===== config.mk =====
export PLATFORM = sky130hd
export DESIGN_NAME = hcm_div_cell
export DESIGN_NICKNAME = d
export VERILOG_FILES = /design/src/rtl/core/hcm_pkg.sv /design/src/rtl/core/hcm_div_cell.sv
export SDC_FILE = /design/constraint.sdc
export NUM_CORES = 1
export LEC_CHECK = 0
export ABC_AREA = 1
export BUFFER_PORTS_ARGS = -buffer_cell sky130_fd_sc_hd__buf_2
export CORE_AREA = 2 2 215 217
export CTS_CLUSTER_SIZE = 25
export DETAILED_ROUTE_END_ITERATION = 6
export DIE_AREA = 0 0 217 219
export MAX_ROUTING_LAYER = met4
export PLACE_DENSITY_LB_ADDON = 0.08
export SETUP_SLACK_MARGIN = 0.15
export SLEW_MARGIN = 20
export SYNTH_ARGS = -nofsm -noshare
export SYNTH_HDL_FRONTEND = slang
export SYNTH_SLANG_ARGS = --single-unit

===== constraint.sdc =====
create_clock -name clk -period 2.1 [get_ports clk]
set_input_delay 0.21 -clock clk [delete_from_list [all_inputs] [get_ports clk]]
set_output_delay 0.21 -clock clk [all_outputs]
set_load 0.01 [all_outputs]

===== src/rtl/core/hcm_pkg.sv =====
package hcm_pkg;

  localparam int COORD_BITS     = 12;
  localparam int COEF_FRAC_BITS = 16;
  localparam int OUT_FRAC_BITS  = 12;

  localparam int COEF_W  = 32;
  localparam int CFG_W   = 64;
  localparam int IDX_W   = 3;
  localparam int PROD_W  = COEF_W + COORD_BITS + 1;
  localparam int SUM_W   = PROD_W + 2;
  localparam int MAG_W   = SUM_W;
  localparam int QUO_W   = 32;
  localparam int NUM_CELLS = QUO_W;

  localparam logic [IDX_W-1:0] REG_H00_H01 = 3'd0;
  localparam logic [IDX_W-1:0] REG_H02_H10 = 3'd1;
  localparam logic [IDX_W-1:0] REG_H11_H12 = 3'd2;
  localparam logic [IDX_W-1:0] REG_H20_H21 = 3'd3;
  localparam logic [IDX_W-1:0] REG_H22     = 3'd4;

  localparam logic [COEF_W-1:0] COEF_ONE = COEF_W'(1) << COEF_FRAC_BITS;
  localparam logic [QUO_W-1:0]  POS_LIMIT = {1'b0, {(QUO_W-1){1'b1}}};
  localparam logic [QUO_W-1:0]  NEG_LIMIT = {1'b1, {(QUO_W-1){1'b0}}};

  typedef struct packed {
    logic signed [COEF_W-1:0] h00, h01, h02;
    logic signed [COEF_W-1:0] h10, h11, h12;
    logic signed [COEF_W-1:0] h20, h21, h22;
  } coef_set_t;

  // One item on its way through the divider cells
  typedef struct packed {
    logic [MAG_W-1:0] den;
    logic [MAG_W-1:0] part_x;
    logic [MAG_W-1:0] part_y;
    logic [QUO_W-1:0] low_x;
    logic [QUO_W-1:0] low_y;
    logic [QUO_W-1:0] quo_x;
    logic [QUO_W-1:0] quo_y;
    logic             neg_x;
    logic             neg_y;
    logic             ovf_x;
    logic             ovf_y;
    logic             zero;
  } div_t;

endpackage


===== src/rtl/core/hcm_div_cell.sv =====
module hcm_div_cell (
  input  logic          clk,
  input  logic          rst,
  input  logic          advance,
  input  logic          prev_valid,
  input  hcm_pkg::div_t prev,
  output logic          cell_valid,
  output hcm_pkg::div_t cell_data
);

  localparam int MW = hcm_pkg::MAG_W;
  localparam int QW = hcm_pkg::QUO_W;

  logic [MW:0]   sh_x, sh_y;
  logic          ge_x, ge_y;
  hcm_pkg::div_t nxt;

  always_comb begin
    // bring in the next dividend bit, subtract the divisor where it fits
    sh_x = {prev.part_x, prev.low_x[QW-1]};
    sh_y = {prev.part_y, prev.low_y[QW-1]};
    ge_x = (sh_x >= {1'b0, prev.den});
    ge_y = (sh_y >= {1'b0, prev.den});
    nxt        = prev;
    nxt.part_x = ge_x ? MW'(sh_x - {1'b0, prev.den}) : MW'(sh_x);
    nxt.part_y = ge_y ? MW'(sh_y - {1'b0, prev.den}) : MW'(sh_y);
    nxt.low_x  = {prev.low_x[QW-2:0], 1'b0};
    nxt.low_y  = {prev.low_y[QW-2:0], 1'b0};
    nxt.quo_x  = {prev.quo_x[QW-2:0], ge_x};
    nxt.quo_y  = {prev.quo_y[QW-2:0], ge_y};
  end

  always_ff @(posedge clk) begin
    if (rst) begin
      cell_valid <= 1'b0;
    end else if (advance) begin
      cell_valid <= prev_valid;
    end
  end

  always_ff @(posedge clk) begin
    if (advance) begin
      cell_data <= nxt;
    end
  end

endmodule


### After elaboration in Yosys (flattened, before gate mapping)

Index checks and enable logic that the tools add are counted.
Widths: inputs -> output; s select.

* flip-flop bits (word level): 273
* bits in latches: 0
* RAM bits: 0
* ROM bits: 0
* input bits: 278
* memories: 0

* $add $sub $neg: 2
* multiply operators: 0
* div/mod/pow operators: 0
* $lt $le $gt $ge: 2
* equal/unequal tests: 0
* shift operators: 0
* multiplexer cells: 2
* bitwise gates (word level): 0
* reduce and logical (&&, ||, !) cells: 0

Operator list (count)
* $ge 48x47->1: 2
* $mux 47: 2
* $sub 47x47->47: 2

### Logic depth before layout (Yosys ltp)

Gate-level depths: netlist of run 1.

* word-level depth: 2
* depth in mapped cells: 15
* depth with buffers taken out: 15

### Least setup slack after synthesis of run 1

Ideal clock, no wire load.

* path type: input port to flip-flop
* start point: input prev[132] (netlist bit)
* end point: register cell_data[197] (netlist bit) (data pin)
* setup time: 0.257 ns
* arrival time: 1.862 ns
* required time: 1.843 ns
* path slack: -0.019 ns
* stages: 14
* path through: inv_1 > ha_1 > fa_1 > inv_1 > nand2_1 > nand2_1 > nand3_1 > nand2_1 > nand2_1 > nand2_1 > nand2_2 > nand4_4 > buf_4 > o21ai_1

RTL lines
* start, declared: RTL line hcm_div_cell.sv:6 `input hcm_pkg::div_t prev,`
* end signal, assigned: RTL line hcm_div_cell.sv:43 `cell_data <= nxt;`
* end, declared: RTL line hcm_div_cell.sv:8 `output hcm_pkg::div_t cell_data`

==> results.py, run 1 <==
metrics = {
    "power_and_ir_drop": {
        "irDropWorstVdd_mv": 0.612,
        "p_leak_nw": 15.0,
        "power.density_mw_per_mm2": 633,
    },
    "grt": {
        "grt-ovfl-total": 0,
        "grt_pass1_wl_mm": 110,
        "antenna_found_initial": 5,
        "track_usage": 0.315,
        "grt_max_degree": 68,
        "grt_pass1_vias": 19600,
    },
    "finish": {
        "fillCellCount": 4167,
        "areaGrowthSynthToFinish_pct": 55.5,
        "final_area_sq_mm": 0.0280,
        "fin_cells": 4212,
        "fin_nets": 3958,
        "drive_gt1_frac": 0.306,
    },
    "yosys": {
        "synth.area.top_cells": "edfxtp_1 (45%), nand2_1 (18%), inv_1 (11%)",
        "synth_top_area_frac": 0.453,
        "synthFlopType": "edfxtp_1",
        "netlist.top_cell.by_area": "edfxtp_1",
        "synth_common_cells": "nand2_1 (872), inv_1 (536), edfxtp_1 (272), nor2_1 (168), nand3_1 (128)",
        "ys_ff_latch": 273,
        "synth.most_common_cell": "nand2_1",
        "synth_edf_count": 272,
        "synthArstFlopShare": 0,
        "syn_area_per_cell_sq_um": 7.55,
        "yosysWarnings": 0,
        "yosysSeqAreaShare": 0.454,
        "syn-instance-count": 2387,
        "synthesis.area_sq_mm": 0.0180,
        "ys_types": 38,
    },
    "worst_setup_path": {
        "rr_worst_depth": 3,
        "arrival_ns": 2.25,
        "critical_path_class": "input pin to register",
        "worstPathRequired_ns": 2.42,
        "r2r_slack_ns": 0.93,
        "cp-start-kind": "input pin",
        "cp_max_fo": 51,
        "critPathCaptureType": "register",
        "r2r-end": "cell_valid$_SDFFE_PP0P_",
        "rr_startpoint": "cell_valid$_SDFFE_PP0P_",
    },
    "worst_hold_path": {
        "min_path_type": "input pin to register",
        "holdPathStages": 3,
        "whs_endpoint": "cell_data[206]$_DFFE_PP_",
        "min_from": "prev[205]",
    },
    "clocking": {
        "numCtsBuffers": 29,
        "cts_max_path_buffers": 3,
        "clkSlewWorstSetupHoldPaths_ns": 0.06,
        "root_buffer": "clkbuf_16",
        "htree_levels": 1,
        "clkSinkCount": 273,
        "cts_tree": "yes",
        "clock_latency_ns": 0.57,
    },
    "floorplanning": {
        "pin_count": 553,
        "die_w_um": 217,
        "start_util": 0.400,
        "design.die.area_sq_mm": 0.0475,
        "core-area_sq_mm": 0.0451,
        "die_y_um": 219,
        "num_rows": 78,
    },
    "timing": {
        "worst_slack_ns": 0.167,
        "slew_violations": 0,
        "setup_viol": 0,
        "period_minus_slack_ns": 1.93,
        "clock_skew_ns": 0,
        "period_share": 0.921,
        "hold_viol": 0,
        "fmax_mhz": 517,
        "rsz0062_at_grt": "true",
    },
    "placed_design": {
        "dp_hpwl_mm": 61.0,
        "placedCellCount": 3934,
        "globalplace.congestion": 0.925,
        "placed_area_sq_mm": 0.0247,
        "port_buffers": 548,
        "place_ws_ns": -0.552,
    },
    "routing": {
        "avgViaCountPerCell": 4.68,
        "drtPass1Iterations": 5,
        "drt_iter0_markers": 1173,
        "ant_nets": 0,
        "wl_per_cell_um": 17.8,
        "post-route-drc-count": 0,
        "routed_wl_mm": 75.0,
        "vias": 19700,
    },
    "run": {
        "maxCapViolations": 0,
    },
    "status": {
        "status": "finished clean",
    },
}
worst max-delay path by stage:
stage | from | end | slack, ns | depth (start not counted)
final | prev[267] | cell_data[135]$_DFFE_PP_ | 0.17 | 13
after global routing | prev[267] | cell_data[142]$_DFFE_PP_ | 0.12 | 13
after CTS | prev[258] | cell_data[189]$_DFFE_PP_ | 0.21 | 13
after detailed placement | prev[260] | cell_data[222]$_DFFE_PP_ | -0.55 | 13
after global placement | prev[260] | cell_data[222]$_DFFE_PP_ | -0.60 | 13
after floorplan | prev[100] | cell_data[150]$_DFFE_PP_ | 0.15 | 14
cells in the final DEF, fill, tap and decap left out, types with 5 or more instances in the layout:
| cell type | n |
|---|---|
| a21oi_1 | 50 |
| and2_1 | 7 |
| buf_12 | 10 |
| buf_2 | 547 |
| buf_4 | 416 |
| clkbuf_1 | 9 |
| clkbuf_16 | 31 |
| clkinvlp_4 | 5 |
| diode_2 | 5 |
| dlygate4sd3_1 | 216 |
| edfxtp_1 | 272 |
| ha_1 | 87 |
| inv_1 | 521 |
| inv_2 | 17 |
| nand2_1 | 863 |
| nand2_2 | 11 |
| nand3_1 | 128 |
| nand3b_1 | 6 |
| nand4_1 | 61 |
| nor2_1 | 152 |
| nor2_2 | 23 |
| nor2_4 | 5 |
| nor4_1 | 6 |
| o21ai_0 | 7 |
| o21ai_1 | 50 |
| xor2_1 | 47 |
cell type report:
cell class / instances / area [sq um] / share of cell area
Antenna cell: 5 / 12.5 / 0.000447
Clock buffer: 39 / 773 / 0.0276
Clock inverter: 15 / 168 / 0.00599
Timing Repair Buffer: 1193 / 8300 / 0.296
Multi-Input combinational cell: 1548 / 7790 / 0.278
Tap cell: 600 / 751 / 0.0268
Inverter: 539 / 2030 / 0.0723
Sequential cell: 273 / 8190 / 0.292
metrics by stage:
stage | total power [mW] | hold WS (ns) | util | setup TNS, ns
floorplan | 9.40 | 0.282 | - | 0
global placement | 12.1 | 0.372 | 0.547 | -32.20
detailed placement | 12.2 | 0.373 | 0.547 | -33.27
CTS | 17.7 | 0.00134 | 0.616 | 0
global route | 18.6 | 0.0155 | 0.621 | 0
finish | 17.7 | 0.0203 | 0.621 | 0
kinds of logic after synthesis:
group | count (synthesis) | share of synthesized area
simple gates | 1282 | 0.295
buf+inv | 567 | 0.124
flops | 273 | 0.454
compound gates | 117 | 0.0335
fa+ha+maj | 96 | 0.0675
xor+xnor | 50 | 0.0243
other cells | 1 | 0.000208
mux | 1 | 0.000556
worst max-delay path: stages:
cell and delay (ns):
buf_2 0.09, inv_1 0.11, ha_2 0.41, nand2_1 0.10, nor2_1 0.20, inv_2 0.09, nor2_1 0.15, nand3_1 0.12
nor2_1 0.19, nand2_4 0.09, nand4_4 0.10, buf_12 0.23, o21ai_1 0.11
metal layers:
| layer | GRT usage | vias up | share of wire |
|---|---|---|---|
| met1 | 0.389 | 9134 | 0.43 |
| li1 | - | 9853 | - |
| met5 | - | - | 0 |
| met3 | 0.0320 | 103 | 0.051 |
| met4 | 0.0918 | 0 | 0.028 |
| met2 | 0.548 | 620 | 0.49 |
flip-flops by register name, indices dropped and copies added, names as in the netlist:
| name | flops |
|---|---|
| cell_valid | 1 |
| cell_data | 272 |
power by group:
part / switching, mW / internal (mW) / total (mW)
registers: 0.165 / 6.70 / 6.86
logic: 3.15 / 2.51 / 5.66
clock network: 2.24 / 2.96 / 5.20
total: 5.55 / 12.2 / 17.7
what timing repair did:
item / in CTS / in global routing
cloned: 0 / 2
pin swaps: 0 / 4
buffers inserted: 0 / 1
resized for setup: 1 / 53
endpoints found under the setup margin: 1 / 77
hold endpoints to repair: 215 / 0
hold buffers: 216 / 0
No activity file was read; power rests on OpenSTA's default activity.
==> run 2: changes to the inputs <==
--- a/config.mk
+++ b/config.mk
@@ -5,15 +5,13 @@
 export SDC_FILE = /design/constraint.sdc
 export NUM_CORES = 1
 export LEC_CHECK = 0
-export ABC_AREA = 1
 export BUFFER_PORTS_ARGS = -buffer_cell sky130_fd_sc_hd__buf_2
-export CORE_AREA = 2 2 215 217
+export CORE_AREA = 2 2 213 215
 export CTS_CLUSTER_SIZE = 25
 export DETAILED_ROUTE_END_ITERATION = 6
-export DIE_AREA = 0 0 217 219
+export DIE_AREA = 0 0 215 217
 export MAX_ROUTING_LAYER = met4
 export PLACE_DENSITY_LB_ADDON = 0.08
-export SETUP_SLACK_MARGIN = 0.15
 export SLEW_MARGIN = 20
 export SYNTH_ARGS = -nofsm -noshare
 export SYNTH_HDL_FRONTEND = slang
==> results.py, run 2 <==
metrics = {
    "yosys": {
        "synthArstFlopShare": 0,
        "synthFlopType": "edfxtp_1",
        "synth.most_common_cell": "edfxtp_1",
        "syn-instance-count": 1363,
        "synthesis.area_sq_mm": 0.0151,
        "yosysWarnings": 0,
        "ys_types": 77,
        "syn_area_per_cell_sq_um": 11.1,
        "netlist.top_cell.by_area": "edfxtp_1",
        "synth.area.top_cells": "edfxtp_1 (54%), ha_1 (7.8%), nand2_1 (4.3%)",
        "synth_top_area_frac": 0.542,
        "synth_edf_count": 272,
        "synth_common_cells": "edfxtp_1 (272), nand2_1 (171), a21oi_1 (97), ha_1 (94), o21ai_0 (90)",
        "yosysSeqAreaShare": 0.544,
        "ys_ff_latch": 273,
    },
    "finish": {
        "final_area_sq_mm": 0.0274,
        "top_regs": "cell_data x272, cell_valid x1",
        "top_register": "cell_data",
        "drive_gt1_frac": 0.506,
        "fin_cells": 3210,
        "fillCellCount": 3826,
        "areaGrowthSynthToFinish_pct": 81.7,
        "postLayoutCoreUtil": 0.612,
        "fin_nets": 2944,
        "final_cell_mix": "buf_2 (532), buf_4 (392), edfxtp_1 (272)",
        "layout_commonest_cell": "buf_2",
        "largest_reg_flops": 272,
    },
    "timing": {
        "clock_skew_ns": 0,
        "rsz0062_at_grt": "true",
        "slew-limit-headroom": 0.656,
        "period_share": 1.22,
        "period_minus_slack_ns": 2.56,
        "worst_hold_slack_ns": -0.0300,
        "slew_violations": 0,
        "fmax_mhz": 391,
        "hold_viol": 2,
        "worst_pin_slew_ns": 0.503,
        "worst_slack_ns": -0.458,
        "setup_viol": 96,
    },
    "status": {
        "violations": "negative hold slack, negative setup slack",
        "status": "finished with violations",
    },
    "power_and_ir_drop": {
        "p_leak_nw": 12.2,
        "power.density_mw_per_mm2": 682,
        "irDropWorstVdd_mv": 0.584,
    },
    "placed_design": {
        "dp_hpwl_mm": 48.7,
        "globalplace.congestion": 0.879,
        "placedCellCount": 2844,
        "placed_area_sq_mm": 0.0216,
        "place_ws_ns": -1.27,
        "port_buffers": 548,
    },
    "worst_setup_path": {
        "rr_startpoint": "cell_valid$_SDFFE_PP0P_",
        "worstPathBufferInverterCount": 3,
        "critical_path_class": "input pin to register",
        "worstPathRequired_ns": 2.41,
        "cp-start-kind": "input pin",
        "slowest_stage": "o31a_2",
        "crit_start": "prev[227]",
        "path_delay_family": "compound AO/OA/AOI/OAI gates",
        "cp_max_fo": 8,
        "r2r_slack_ns": 0.96,
        "cp.depth": 13,
        "path_cells": "buf_8, ha_4, fa_2, nand2b_4, a211o_1, a21o_1, buf_6, and4_4, nor2_4, nor4_2, o31a_2, buf_12, mux2_4",
        "setup.worst_path.end": "cell_data[198]$_DFFE_PP_",
        "critPathCaptureType": "register",
        "cp_slowest_stage_delay_ns": 0.38,
        "r2r-end": "cell_valid$_SDFFE_PP0P_",
        "arrival_ns": 2.87,
        "rr_worst_depth": 3,
    },
    "grt": {
        "busiest_layer": "met2",
        "met2_usage": 0.495,
        "grt-ovfl-total": 0,
        "grt_pass1_vias": 16000,
        "track_usage": 0.272,
        "grtUsageMet1": 0.306,
        "grt_use_met3": 0.0499,
        "antenna_found_initial": 18,
        "grt_pass1_wl_mm": 93.5,
        "grt_max_degree": 74,
    },
    "clocking": {
        "cts_max_path_buffers": 3,
        "numCtsBuffers": 35,
        "cts_tree": "yes",
        "cts_hold_buffers": 240,
        "root_buffer": "clkbuf_16",
        "clock_latency_ns": 0.55,
        "clkSinkCount": 273,
        "htree_levels": 2,
        "clkSlewWorstSetupHoldPaths_ns": 0.06,
    },
    "worst_hold_path": {
        "holdPathStages": 2,
        "min_path_type": "input pin to register",
    },
    "routing": {
        "avgViaCountPerCell": 4.83,
        "wl_per_cell_um": 20.1,
        "ant_nets": 0,
        "drt_iter0_markers": 678,
        "drtPass1Iterations": 5,
        "routed_wl_mm": 64.5,
        "vias": 15500,
        "post-route-drc-count": 0,
    },
    "floorplanning": {
        "pin_count": 553,
        "core-area_sq_mm": 0.0447,
        "die_w_um": 215,
        "num_rows": 78,
        "start_util": 0.337,
        "die_y_um": 217,
        "design.die.area_sq_mm": 0.0467,
    },
    "run": {
        "maxCapViolations": 0,
    },
}
[run 2: worst register-to-register path: stages (launching register included)]
cell and delay (ns):
dfxtp_1 0.30, mux2i_1 0.13, nor2_1 0.05, dlygate4sd3_1 0.54
[run 2: cell families after synthesis]
kind of cell / after synthesis / synth area share
flops: 273 / 0.544
fa+ha+maj: 96 / 0.0807
buf+inv: 136 / 0.0397
compound gates: 412 / 0.176
xor+xnor: 77 / 0.0448
other cells: 1 / 0.000249
simple gates: 360 / 0.110
mux: 8 / 0.00581
[run 2: metal layers]
| layer | vias to the layer above | share of wire |
|---|---|---|
| li1 | 7511 | - |
| met1 | 7468 | 0.39 |
| met2 | 418 | 0.53 |
| met3 | 92 | 0.049 |
| met4 | 0 | 0.027 |
| met5 | - | 0 |
[run 2: layout make-up]
type	instances	area, sq um	area share
multi-input cells	956	7890	0.288
repair buffers	1229	9070	0.331
clock inverters	21	165	0.00603
diodes	16	40.0	0.00146
well taps	600	751	0.0274
inverters	75	357	0.0130
clock buffers	40	916	0.0335
flip-flops and latches	273	8190	0.299
[run 2: per-stage QoR]
step                      TNS (ns)  power [mW]
after floorplan             -52.68        9.23
after global placement     -103.43        11.7
after detailed placement   -105.50        11.7
after CTS                   -31.59        18.4
after global routing        -41.14        19.5
final                       -36.29        18.7
[run 2: report_power, final]
group          internal, mW  total [mW]  switching (mW)
sequential             6.72        6.91           0.191
clock                  3.38        5.79            2.41
combinational          2.97        5.97            3.00
total                  13.1        18.7            5.61
[run 2: worst min-delay path by stage]
| stage | startpoint | endpoint |
|---|---|---|
| after floorplan | rst | cell_valid$_SDFFE_PP0P_ |
| after global placement | rst | cell_valid$_SDFFE_PP0P_ |
| after detailed placement | rst | cell_valid$_SDFFE_PP0P_ |
| after CTS | prev[228] | cell_data[228]$_DFFE_PP_ |
| after global routing | prev[228] | cell_data[228]$_DFFE_PP_ |
| final | prev[228] | cell_data[228]$_DFFE_PP_ |
[run 2: what timing repair did]
action / 4_1_cts / 5_1_grt
endpoints found under the hold margin: 240 / 1
resized for setup: 200 / 214
endpoints found under the setup margin: 96 / 96
pin swaps: 58 / 91
buffers inserted: 22 / 18
cloned: 9 / 6
==> run 3: changes to the inputs <==
--- a/config.mk
+++ b/config.mk
@@ -5,11 +5,11 @@
 export SDC_FILE = /design/constraint.sdc
 export NUM_CORES = 1
 export LEC_CHECK = 0
-export BUFFER_PORTS_ARGS = -buffer_cell sky130_fd_sc_hd__buf_2
-export CORE_AREA = 2 2 213 215
+export CORE_AREA = 2 2 217 219
 export CTS_CLUSTER_SIZE = 25
 export DETAILED_ROUTE_END_ITERATION = 6
-export DIE_AREA = 0 0 215 217
+export DIE_AREA = 0 0 219 221
+export DONT_BUFFER_PORTS = 1
 export MAX_ROUTING_LAYER = met4
 export PLACE_DENSITY_LB_ADDON = 0.08
 export SLEW_MARGIN = 20
==> results.py, run 3 (synthesis results as in run 2) <==
metrics = {
    "grt": {
        "grt_max_degree": 274,
        "grt_pass1_vias": 13800,
        "met2_usage": 0.452,
        "track_usage": 0.257,
        "busiest_layer": "met2",
        "grt_pass1_wl_mm": 88.1,
        "grt_use_met3": 0.0641,
        "grt-ovfl-total": 0,
        "grtUsageMet1": 0.283,
        "antenna_found_initial": 8,
    },
    "clocking": {
        "cts_hold_buffers": 273,
        "clock_latency_ns": 0.54,
        "numCtsBuffers": 34,
        "clkSlewWorstSetupHoldPaths_ns": 0.06,
        "clkSinkCount": 273,
        "cts_tree": "yes",
        "cts_max_path_buffers": 3,
        "htree_levels": 2,
        "root_buffer": "clkbuf_16",
    },
    "floorplanning": {
        "core-area_sq_mm": 0.0461,
        "die_w_um": 219,
        "design.die.area_sq_mm": 0.0484,
        "die_y_um": 221,
        "start_util": 0.327,
        "pin_count": 553,
        "num_rows": 79,
    },
    "power_and_ir_drop": {
        "share_seq_of_total_power": 0.422,
        "p_leak_nw": 9.82,
        "p_comb_frac": 0.251,
        "power.density_mw_per_mm2": 730,
        "power_switching_mw": 5.18,
        "power_frac_clock": 0.327,
        "irDropWorstVdd_mv": 0.541,
        "internal-power_mw": 12.4,
        "swShare": 0.295,
    },
    "finish": {
        "postLayoutCoreUtil": 0.523,
        "fin_nets": 2376,
        "top_regs": "cell_data x272, cell_valid x1",
        "largest_reg_flops": 272,
        "layout_commonest_cell": "buf_4",
        "drive_gt1_frac": 0.332,
        "fillCellCount": 4096,
        "top_register": "cell_data",
        "final_cell_mix": "buf_4 (349), dlygate4sd3_1 (273), edfxtp_1 (272)",
        "areaGrowthSynthToFinish_pct": 60.0,
    },
    "timing": {
        "worst_pin_slew_ns": 1.08,
        "period_share": 1.21,
        "slew_violations": 0,
        "fmax_mhz": 394,
        "rsz0062_at_grt": "true",
        "worst_hold_slack_ns": -0.217,
        "clock_skew_ns": 0,
        "worst_slack_ns": -0.436,
        "setup_viol": 95,
        "hold_viol": 52,
        "period_minus_slack_ns": 2.54,
        "final.setup.tns_ns": -28.70,
        "slew-limit-headroom": 0.282,
    },
    "worst_setup_path": {
        "path_cells": "clkinvlp_4, ha_4, and4_4, or4b_4, a21o_1, buf_6, and4_4, nor2_4, nor4_2, o31a_2, buf_12, buf_12, nand2_1, o21ai_1",
        "cp_slowest_stage_delay_ns": 0.46,
        "worstPathBufferInverterCount": 4,
        "arrival_ns": 2.81,
        "cp_max_fo": 25,
        "slowest_stage": "or4b_4",
        "cp-start-kind": "input pin",
        "worstPathRequired_ns": 2.37,
        "path_delay_family": "simple AND/OR/NAND/NOR gates",
        "critPathCaptureType": "register",
        "critical_path_class": "input pin to register",
    },
    "routing": {
        "post-route-drc-count": 0,
        "routed_wl_mm": 63.8,
        "avgViaCountPerCell": 5.05,
        "wl_per_cell_um": 24.2,
        "drtPass1Iterations": 5,
        "vias": 13300,
        "ant_nets": 0,
        "drt_iter0_markers": 849,
    },
    "status": {
        "violations": "negative hold slack, negative setup slack",
        "status": "finished with violations",
    },
    "run": {
        "maxCapViolations": 0,
    },
    "placed_design": {
        "globalplace.congestion": 0.955,
        "dp_hpwl_mm": 48.1,
        "port_buffers": 0,
    },
    "worst_hold_path": {
        "min_path_type": "input pin to register",
    },
}
run 3: changes by cell type in the layout (fill, tap and decap cells not counted), sizes merged:
| cell | before | now |
|---|---|---|
| dlygate4sd3 | 240 | 273 |
| clkinvlp | 1 | 8 |
| buf | 983 | 384 |
| diode | 16 | 4 |
| bufinv | 2 | 1 |
| inv | 77 | 70 |
| clkbuf | 46 | 45 |
| clkinv | 16 | 17 |
run 3: layout make-up:
| type | count | area, sq um | area share |
|---|---|---|---|
| Clock inverter | 21 | 145 | 0.00602 |
| Timing Repair Buffer | 662 | 6060 | 0.251 |
| Multi-Input combinational cell | 956 | 7650 | 0.317 |
| Tap cell | 607 | 759 | 0.0315 |
| Sequential cell | 273 | 8190 | 0.340 |
| Antenna cell | 4 | 10.0 | 0.000415 |
| Clock buffer | 40 | 937 | 0.0389 |
| Inverter | 75 | 358 | 0.0148 |
run 3: worst paths after layout:
| check | from | end | slack [ns] | depth (start not counted) |
|---|---|---|---|---|
| worst max-delay path | prev[238] | cell_data[219]$_DFFE_PP_ | -0.44 | 14 |
| worst min register to register | cell_valid$_SDFFE_PP0P_ | cell_valid$_SDFFE_PP0P_ | 1.11 | 3 |
| worst min-delay path | advance | cell_data[171]$_DFFE_PP_ | -0.22 | 0 |
| worst max register to register | cell_valid$_SDFFE_PP0P_ | cell_valid$_SDFFE_PP0P_ | 0.91 | 3 |
run 3: timing repair:
action / 4_1_cts / 5_1_grt
setup buffers: 5 / 20
pin swaps: 43 / 54
resized for setup: 128 / 182
endpoints found under the setup margin: 96 / 96
cloned: 6 / 7
endpoints found under the hold margin: 543 / 124
run 3: stage by stage:
step	setup slack, ns	power [mW]	area, sq um	std cells
after floorplan	-0.694	9.23	15500	1364
after global placement	-1.05	10.8	18600	2265
after detailed placement	-1.08	10.8	18600	2265
after CTS	-0.349	17.3	23100	2610
after global routing	-0.483	18.3	24100	2638
final	-0.436	17.6	24100	2638
run 3: worst reg2reg max path, stage by stage (launching register included):
cell and delay, ns:
dfxtp_1 0.34, mux2i_1 0.13, nor2_1 0.06, dlygate4sd3_1 0.55
run 3: power by group through the flow:
stage | Combinational, mW | Clock, mW | Sequential, mW
3_3_place_gp | 3.25 | 0 | 7.54
4_1_cts | 4.01 | 5.86 | 7.42
2_1_floorplan | 1.93 | 0 | 7.30
3_5_place_dp | 3.27 | 0 | 7.53
5_1_grt | 4.79 | 6.07 | 7.46
6_report | 4.42 | 5.75 | 7.42
run 3: routing by layer:
layer	vias up	wire length (um)
met5	-	0
met4	0	1940
met3	94	4270
met2	447	33000
met1	6412	24500
li1	6375	-
